===== src/hw/rtl/fsmc_pkg.sv =====
// ----------------------------------------------------------------------------
// fsmc_pkg
// Types and constants shared by the fixed string match counter.
// ----------------------------------------------------------------------------
package fsmc_pkg;

  localparam int MAX_PATTERN = 16;
  localparam int BYTE_W      = 8;
  localparam int LEN_W       = 5;
  localparam int CFG_W       = 64;
  localparam int COUNT_W     = 32;
  localparam int IDX_W       = 2;
  localparam int PAT_BYTES   = 16;
  localparam int PAT_SEL_W   = 4;

  typedef enum logic [IDX_W-1:0] {
    REG_PATTERN_LENGTH = 2'd0,
    REG_PATTERN_LOW    = 2'd1,
    REG_PATTERN_HIGH   = 2'd2
  } cfg_reg_t;

  // Per-cell compare setup: whether the cell's position is part of the
  // pattern and which pattern byte must sit there for a match.
  typedef struct packed {
    logic              care;
    logic [BYTE_W-1:0] expect_byte;
  } lane_cfg_t;

endpackage


===== src/hw/rtl/fsmc_if.sv =====
// ----------------------------------------------------------------------------
// fsmc channel interfaces
// Valid/ready channels for text bytes in and match results out.
// ----------------------------------------------------------------------------
interface text_if
  import fsmc_pkg::*;
();
  logic              valid;
  logic              ready;
  logic [BYTE_W-1:0] text_byte;
  logic              end_of_text;

  modport source (output valid, output text_byte, output end_of_text, input ready);
  modport sink   (input valid, input text_byte, input end_of_text, output ready);
endinterface

interface result_if
  import fsmc_pkg::*;
();
  logic               valid;
  logic               ready;
  logic               match_ends_here;
  logic [COUNT_W-1:0] match_total;
  logic               text_done;

  modport source (output valid, output match_ends_here, output match_total,
                  output text_done, input ready);
  modport sink   (input valid, input match_ends_here, input match_total,
                  input text_done, output ready);
endinterface


===== src/hw/rtl/fsmc_cfg.sv =====
// ----------------------------------------------------------------------------
// fsmc_cfg
// Pattern registers and per-cell compare setup derived from them.
// ----------------------------------------------------------------------------
module fsmc_cfg
  import fsmc_pkg::*;
(
  input  logic                 clk,
  input  logic                 rst,
  input  logic                 cfg_we,
  input  logic [IDX_W-1:0]     cfg_index,
  input  logic [CFG_W-1:0]     cfg_data,
  output lane_cfg_t            lane [MAX_PATTERN]
);

  logic [LEN_W-1:0] pattern_length;
  logic [CFG_W-1:0] pattern_bytes_low;
  logic [CFG_W-1:0] pattern_bytes_high;

  logic [LEN_W-1:0]  len_eff;
  logic [BYTE_W-1:0] pat_bytes [PAT_BYTES];
  lane_cfg_t         lane_next [MAX_PATTERN];

  always_ff @(posedge clk) begin
    if (rst) begin
      pattern_length     <= LEN_W'(1);
      pattern_bytes_low  <= '0;
      pattern_bytes_high <= '0;
    end else if (cfg_we) begin
      unique case (cfg_index)
        REG_PATTERN_LENGTH: pattern_length     <= cfg_data[LEN_W-1:0];
        REG_PATTERN_LOW:    pattern_bytes_low  <= cfg_data;
        REG_PATTERN_HIGH:   pattern_bytes_high <= cfg_data;
        default: ;
      endcase
    end
  end

  assign len_eff = (pattern_length > LEN_W'(MAX_PATTERN)) ? LEN_W'(MAX_PATTERN)
                                                          : pattern_length;

  always_comb begin
    for (int k = 0; k < PAT_BYTES; k++) begin
      if (k < PAT_BYTES / 2) begin
        pat_bytes[k] = pattern_bytes_low[k*BYTE_W +: BYTE_W];
      end else begin
        pat_bytes[k] = pattern_bytes_high[(k - PAT_BYTES/2)*BYTE_W +: BYTE_W];
      end
    end
  end

  // Window position j (0 = newest) must equal pattern byte len-1-j.
  always_comb begin
    logic [LEN_W-1:0] sel;
    for (int j = 0; j < MAX_PATTERN; j++) begin
      sel                       = len_eff - LEN_W'(1) - LEN_W'(j);
      lane_next[j].care         = LEN_W'(j) < len_eff;
      lane_next[j].expect_byte  = pat_bytes[sel[PAT_SEL_W-1:0]];
    end
  end

  always_ff @(posedge clk) begin
    lane <= lane_next;
  end

endmodule


===== src/hw/rtl/fsmc_cell.sv =====
// ----------------------------------------------------------------------------
// fsmc_cell
// One window position: holds a text byte and its valid bit, passes both on.
// ----------------------------------------------------------------------------
module fsmc_cell
  import fsmc_pkg::*;
(
  input  logic              clk,
  input  logic              rst,
  input  logic              shift,
  input  logic [BYTE_W-1:0] byte_in,
  input  logic              valid_in,
  input  lane_cfg_t         lane,
  output logic [BYTE_W-1:0] byte_out,
  output logic              valid_out,
  output logic              ok
);

  always_ff @(posedge clk) begin
    if (rst) begin
      valid_out <= 1'b0;
    end else if (shift) begin
      valid_out <= valid_in;
    end
  end

  always_ff @(posedge clk) begin
    if (shift) begin
      byte_out <= byte_in;
    end
  end

  // Positions outside the pattern never block a match.
  assign ok = !lane.care || (valid_out && (byte_out == lane.expect_byte));

endmodule


===== src/hw/rtl/fsmc_count.sv =====
// ----------------------------------------------------------------------------
// fsmc_count
// Saturating match counter and result output register.
// ----------------------------------------------------------------------------
module fsmc_count
  import fsmc_pkg::*;
(
  input  logic        clk,
  input  logic        rst,
  input  logic        in_valid,
  input  logic        in_last,
  input  logic        hit,
  output logic        take,
  result_if.source    result_out
);

  logic [COUNT_W-1:0] count;
  logic [COUNT_W-1:0] count_next;

  assign take = in_valid && (!result_out.valid || result_out.ready);

  assign count_next = (hit && (count != '1)) ? count + COUNT_W'(1) : count;

  always_ff @(posedge clk) begin
    if (rst) begin
      count            <= '0;
      result_out.valid <= 1'b0;
    end else begin
      if (take) begin
        count            <= in_last ? '0 : count_next;
        result_out.valid <= 1'b1;
      end else if (result_out.ready) begin
        result_out.valid <= 1'b0;
      end
    end
  end

  always_ff @(posedge clk) begin
    if (take) begin
      result_out.match_ends_here <= hit;
      result_out.match_total     <= count_next;
      result_out.text_done       <= in_last;
    end
  end

endmodule


===== src/hw/rtl/fixed_string_match_counter_top.sv =====
// ----------------------------------------------------------------------------
// fixed_string_match_counter_top
// Counts overlapping matches of a 1..16 byte pattern in a byte stream.
// ----------------------------------------------------------------------------
//  channel     dir  beat
//  text_in     in   text_byte, end_of_text
//  result_out  out  match_ends_here, match_total, text_done
//  cfg port    in   cfg_we, cfg_index, cfg_data (write only)
//
//  One byte per cycle unless result_out stalls; a byte passes the cell row
//  and then the output register. The cell row shifts on every accepted byte;
//  compare and AND over cells are combinational; the counter updates on take.
//  Reset (rst, synchronous) empties the window and clears the count.
//  A stalled result holds in the output register; text_in backs up once
//  the single compare stage behind the cell row is full.
// ----------------------------------------------------------------------------
module fixed_string_match_counter_top
  import fsmc_pkg::*;
(
  input  logic             clk,
  input  logic             rst,
  input  logic             cfg_we,
  input  logic [IDX_W-1:0] cfg_index,
  input  logic [CFG_W-1:0] cfg_data,
  text_if.sink             text_in,
  result_if.source         result_out
);

  lane_cfg_t         lane      [MAX_PATTERN];
  logic [BYTE_W-1:0] cell_byte [MAX_PATTERN];
  logic              cell_valid[MAX_PATTERN];
  logic              cell_ok   [MAX_PATTERN];
  logic [MAX_PATTERN-1:0] ok_vec;

  logic accept;
  logic restart;
  logic s1_valid;
  logic s1_last;
  logic hit;
  logic take;

  fsmc_cfg u_cfg (
    .clk       (clk),
    .rst       (rst),
    .cfg_we    (cfg_we),
    .cfg_index (cfg_index),
    .cfg_data  (cfg_data),
    .lane      (lane)
  );

  assign text_in.ready = !s1_valid || take;
  assign accept        = text_in.valid && text_in.ready;

  // After a final byte, the next beat starts a fresh text: older cells go invalid.
  for (genvar j = 0; j < MAX_PATTERN; j++) begin : g_cell
    if (j == 0) begin : g_head
      fsmc_cell u_cell (
        .clk       (clk),
        .rst       (rst),
        .shift     (accept),
        .byte_in   (text_in.text_byte),
        .valid_in  (1'b1),
        .lane      (lane[j]),
        .byte_out  (cell_byte[j]),
        .valid_out (cell_valid[j]),
        .ok        (cell_ok[j])
      );
    end else begin : g_body
      fsmc_cell u_cell (
        .clk       (clk),
        .rst       (rst),
        .shift     (accept),
        .byte_in   (cell_byte[j-1]),
        .valid_in  (cell_valid[j-1] && !restart),
        .lane      (lane[j]),
        .byte_out  (cell_byte[j]),
        .valid_out (cell_valid[j]),
        .ok        (cell_ok[j])
      );
    end
    assign ok_vec[j] = cell_ok[j];
  end

  always_ff @(posedge clk) begin
    if (rst) begin
      restart  <= 1'b0;
      s1_valid <= 1'b0;
    end else begin
      if (accept) begin
        restart  <= text_in.end_of_text;
        s1_valid <= 1'b1;
      end else if (take) begin
        s1_valid <= 1'b0;
      end
    end
  end

  always_ff @(posedge clk) begin
    if (accept) begin
      s1_last <= text_in.end_of_text;
    end
  end

  // Zero length leaves every position out of the pattern: no match.
  assign hit = lane[0].care && (&ok_vec);

  fsmc_count u_count (
    .clk        (clk),
    .rst        (rst),
    .in_valid   (s1_valid),
    .in_last    (s1_last),
    .hit        (hit),
    .take       (take),
    .result_out (result_out)
  );

endmodule


===== src/flat_wrapper.sv =====
// flat-port wrapper written by rule: the top's interface ports become plain ports
module fixed_string_match_counter_top_flat import fsmc_pkg::*;
  (clk, rst, cfg_we, cfg_index, cfg_data, text_in_valid, text_in_text_byte, text_in_end_of_text, text_in_ready, result_out_valid, result_out_match_ends_here, result_out_match_total, result_out_text_done, result_out_ready);
  text_if text_in_i ();
  result_if result_out_i ();
  input  logic clk;
  input  logic rst;
  input  logic cfg_we;
  input  logic [IDX_W-1:0] cfg_index;
  input  logic [CFG_W-1:0] cfg_data;
  input wire logic [$bits(text_in_i.valid)-1:0] text_in_valid;
  input wire logic [$bits(text_in_i.text_byte)-1:0] text_in_text_byte;
  input wire logic [$bits(text_in_i.end_of_text)-1:0] text_in_end_of_text;
  output wire logic [$bits(text_in_i.ready)-1:0] text_in_ready;
  output wire logic [$bits(result_out_i.valid)-1:0] result_out_valid;
  output wire logic [$bits(result_out_i.match_ends_here)-1:0] result_out_match_ends_here;
  output wire logic [$bits(result_out_i.match_total)-1:0] result_out_match_total;
  output wire logic [$bits(result_out_i.text_done)-1:0] result_out_text_done;
  input wire logic [$bits(result_out_i.ready)-1:0] result_out_ready;
  assign text_in_i.valid = text_in_valid;
  assign text_in_i.text_byte = text_in_text_byte;
  assign text_in_i.end_of_text = text_in_end_of_text;
  assign text_in_ready = text_in_i.ready;
  assign result_out_valid = result_out_i.valid;
  assign result_out_match_ends_here = result_out_i.match_ends_here;
  assign result_out_match_total = result_out_i.match_total;
  assign result_out_text_done = result_out_i.text_done;
  assign result_out_i.ready = result_out_ready;
  fixed_string_match_counter_top u_core (.clk(clk), .rst(rst), .cfg_we(cfg_we), .cfg_index(cfg_index), .cfg_data(cfg_data), .text_in(text_in_i), .result_out(result_out_i));
endmodule

===== config.mk =====
export PLATFORM = sky130hd
export DESIGN_NAME = fixed_string_match_counter_top_flat
export DESIGN_NICKNAME = d
export VERILOG_FILES = /design/src/hw/rtl/fsmc_pkg.sv /design/src/hw/rtl/fsmc_if.sv /design/src/hw/rtl/fsmc_cfg.sv /design/src/hw/rtl/fsmc_cell.sv /design/src/hw/rtl/fsmc_count.sv /design/src/hw/rtl/fixed_string_match_counter_top.sv /design/src/flat_wrapper.sv
export SDC_FILE = /design/constraint.sdc
export NUM_CORES = 1
export LEC_CHECK = 0
export BUFFER_PORTS_ARGS = -buffer_cell sky130_fd_sc_hd__buf_2
export CAP_MARGIN = 20
export CORE_MARGIN = 5
export CORE_UTILIZATION = 34
export CTS_CLUSTER_DIAMETER = 80
export DETAILED_ROUTE_END_ITERATION = 8
export HOLD_SLACK_MARGIN = 0.03
export PLACE_DENSITY = 0.54
export SYNTH_ARGS = -nofsm -noshare
export SYNTH_HDL_FRONTEND = slang
export SYNTH_HIERARCHICAL = 1
export SYNTH_SLANG_ARGS = --single-unit

===== constraint.sdc =====
create_clock -name clk -period 7 [get_ports clk]
set_input_delay 1.4 -clock clk [delete_from_list [all_inputs] [get_ports clk]]
set_output_delay 1.4 -clock clk [all_outputs]
set_load 0.01 [all_outputs]

==> impl_metrics.json <==
{
  "ys.flop_type": "dfxtp_1",
  "clockRootBuffer": "clkbuf_16",
  "async_flop_share_pct": 0,
  "rrSetupSlack_ps": 2550,
  "synth-xor-area-share_pct": 6.897,
  "synthAdderAreaFrac_pct": 0.1588,
  "synth.top_cell.area_share_pct": 27.78,
  "die_height_um": 273.7,
  "fp.dieW_um": 273.7,
  "area_growth_pct": 13.98,
  "synth.distinct_cells": 71,
  "vias": 17072,
  "drv_slew": 0,
  "cap_violations": 0,
  "hold_path.class": "reg -> reg",
  "antenna_found_initial": 3,
  "antenna_cells": 0,
  "p_leak_uw": 0.009262,
  "yosys-top-cells-area": "dfxtp_1 28%, edfxtp_1 21%, mux4_2 12%",
  "cts_hold_buf": 0,
  "crit_family": "buffers and inverters",
  "timing.slew.headroom_pct": 32.28,
  "max_freq_ghz": 0.2246,
  "syn_inst": 2097,
  "syn-num-nets": 2180,
  "clock-sinks": 491,
  "start_util_pct": 34.35,
  "cp.required_ps": 7490,
  "clk_latency_ps": 630,
  "ir_worst_vdd_mv": 0.2009,
  "track_usage_pct": 18.83,
  "yosys.area_share.simple_pct": 13.48,
  "yosysMostFrequentCell": "dfxtp_1",
  "critPathMaxFanout": 65,
  "drc": 0,
  "finalHoldViolCount": 0,
  "end_kind": "flop",
  "dr.pass1.iters": 8,
  "period_needed_ps": 4452,
  "cpPeakStageDelay_ps": 770,
  "slowest_stage": "buf_4",
  "synthMuxAreaShare_pct": 21.01,
  "cts.reportedPaths.clkPinSlew_ps": 60,
  "synth.avg_cell_area_um2": 11.27,
  "cts.repair.resized": 0,
  "synth_common_cells": "328 x dfxtp_1, 327 x nand2_1, 212 x mux2i_1, 163 x edfxtp_1, 144 x xnor2_1",
  "drtAntennaViolNets": 0,
  "placed_cells": 3032,
  "fp-row-count": 96,
  "start_kind": "flop",
  "cts_buffers": 55,
  "port_buffers": 115,
  "core_area_um2": 68830,
  "ys_seq_area_share_pct": 48.48,
  "synth-edff-count": 163,
  "synth-compound-area-share_pct": 7.172,
  "tightest_slew_ps": 1016,
  "dp_hpwl_mm": 53.44,
  "wl_per_cell_um": 23.05,
  "final_nets": 2242,
  "crit_type": "reg -> reg",
  "drive_gt1_share_pct": 18.91,
  "setup_viol": 0,
  "cts_setup_buffers": 0,
  "fin_crit_sh_pct": 63.60,
  "power.density_nw_per_um2": 269.4,
  "place_congestion": 0.9205,
  "grt_pass1_wl_mm": 107.7,
  "crit_chain": "nand2b_4 -> buf_4 -> ha_1 -> buf_4 -> inv_1 -> o21ai_2 -> xnor2_4 -> mux4_2",
  "grt_max_degree": 146,
  "rsz0062_at_grt": "false",
  "pin_count": 116,
  "fin_cells": 3136,
  "die-area_um2": 74900,
  "fin_skew_ps": 26.87,
  "status": "finished, final reports clean",
  "first_iter_violations": 1472,
  "ys_seq_elements": 491,
  "cts_max_level": 2,
  "syn-cell-area_um2": 23640,
  "yosysWarningCount": 6,
  "vias_per_cell": 5.444,
  "cpMostUsedCell": "buf_4",
  "cts_max_path_buffers": 3,
  "synth_top_family_by_area": "multiplexers",
  "critical_path_arrival_ps": 4940,
  "cts_tree": "built",
  "overflow": 0,
  "routed_wl_mm": 72.28,
  "n_fill_cell": 6576,
  "yosysTopAreaCell": "dfxtp_1",
  "path_buf_inv": 3,
  "setup_tns_ps": 0,
  "grt_pass1_vias": 16584
}
final cells by class:
class	count	area (um2)	share of cell area [%]
Clock buffer	68	1496	5.554
Tap cell	931	1165	4.323
Clock inverter	35	390.4	1.449
Multi-Input combinational cell	1452	11570	42.94
Sequential cell	491	11460	42.54
Timing Repair Buffer	143	800.8	2.972
Inverter	16	60.06	0.2229
metal layers:
layer | GRT usage (%) | wire length, um | up-vias | part of all wire [%]
met5 | 0 | 0 | - | 0
met4 | 5.509 | 2234 | 0 | 3.1
met3 | 3.112 | 4741 | 105 | 6.6
met2 | 30.40 | 33790 | 600 | 47
met1 | 26.20 | 31510 | 8557 | 44
li1 | - | - | 7810 | -
where the power goes:
group	internal, uW	switching (uW)
logic	409	610
registers	3140	120
clock network	1750	1230
total	5300	1960
registers in the layout, indices dropped and copies added (netlist names):
name / flops
u_core/s1_last: 1
u_core/u_count/count: 32
u_core/g_cell.g_body.u_cell/valid_out: 15
u_core/u_cfg/pattern_bytes_high: 64
u_core/u_cfg/lane: 144
u_core/u_count/result_out.text_done: 1
u_core/g_cell.g_head.u_cell/byte_out: 8
u_core/s1_valid: 1
u_core/g_cell.g_body.u_cell/byte_out: 120
u_core/u_cfg/pattern_bytes_low: 64
u_core/u_count/result_out.match_total: 32
u_core/restart: 1
u_core/u_cfg/pattern_length: 5
u_core/u_count/result_out.match_ends_here: 1
u_core/g_cell.g_head.u_cell/valid_out: 1
u_core/u_count/result_out.valid: 1
cell families (layout without fill, tap and decap cells):
family | after synthesis | after routing
simple gates | 674 | 674
flops | 491 | 491
mux | 340 | 340
compound gates | 264 | 264
xor+xnor | 170 | 170
buf+inv | 154 | 262
fa+ha+maj | 3 | 3
other cells | 1 | 1
metrics by stage:
step                      setup WS [ps]  total power (uW)  cell area (um2)  utilization (%)  hold slack, ps
after floorplan                   87.18              3990            23640                -           424.4
after global placement             2673              4316            25050            36.39           449.8
after detailed placement           2540              4332            25050            36.39           456.2
after CTS                          2522              7332            26940            39.14           450.3
after global routing               2244              7535            26940            39.15           463.2
final                              2548              7260            26940            39.15           460.7
worst reg2reg max path: cells and delay by family (launching register included):
kind,cells,cell delay [ps]
compound gates,1,230
xor+xnor,1,610
fa+ha+maj,1,410
buf+inv,3,1500
flops,1,660
mux,1,620
simple gates,1,270
layout by cell type, fill, tap and decap left out, types with 55 or more instances in the layout:
master     instances
a21oi_1          137
mux4_2           124
xnor2_1          144
edfxtp_1         163
buf_2            114
mux2i_1          212
nand3_1          116
dfxtp_1          328
clkbuf_16         56
nand4_1           55
nand2_1          327
path summary, 6_finish.rpt:
kind,start,cells past startpoint,to
max,u_core/u_cfg/pattern_length[4],8,u_core/u_cfg/lane[110]
min,u_core/g_cell[10].g_body.u_cell/byte_out[5],0,u_core/g_cell[11].g_body.u_cell/byte_out[5]
max reg2reg,u_core/u_cfg/pattern_length[4],8,u_core/u_cfg/lane[110]
min reg2reg,u_core/g_cell[10].g_body.u_cell/byte_out[5],0,u_core/g_cell[11].g_body.u_cell/byte_out[5]
Note: power is estimated with default switching activity, not from simulation.
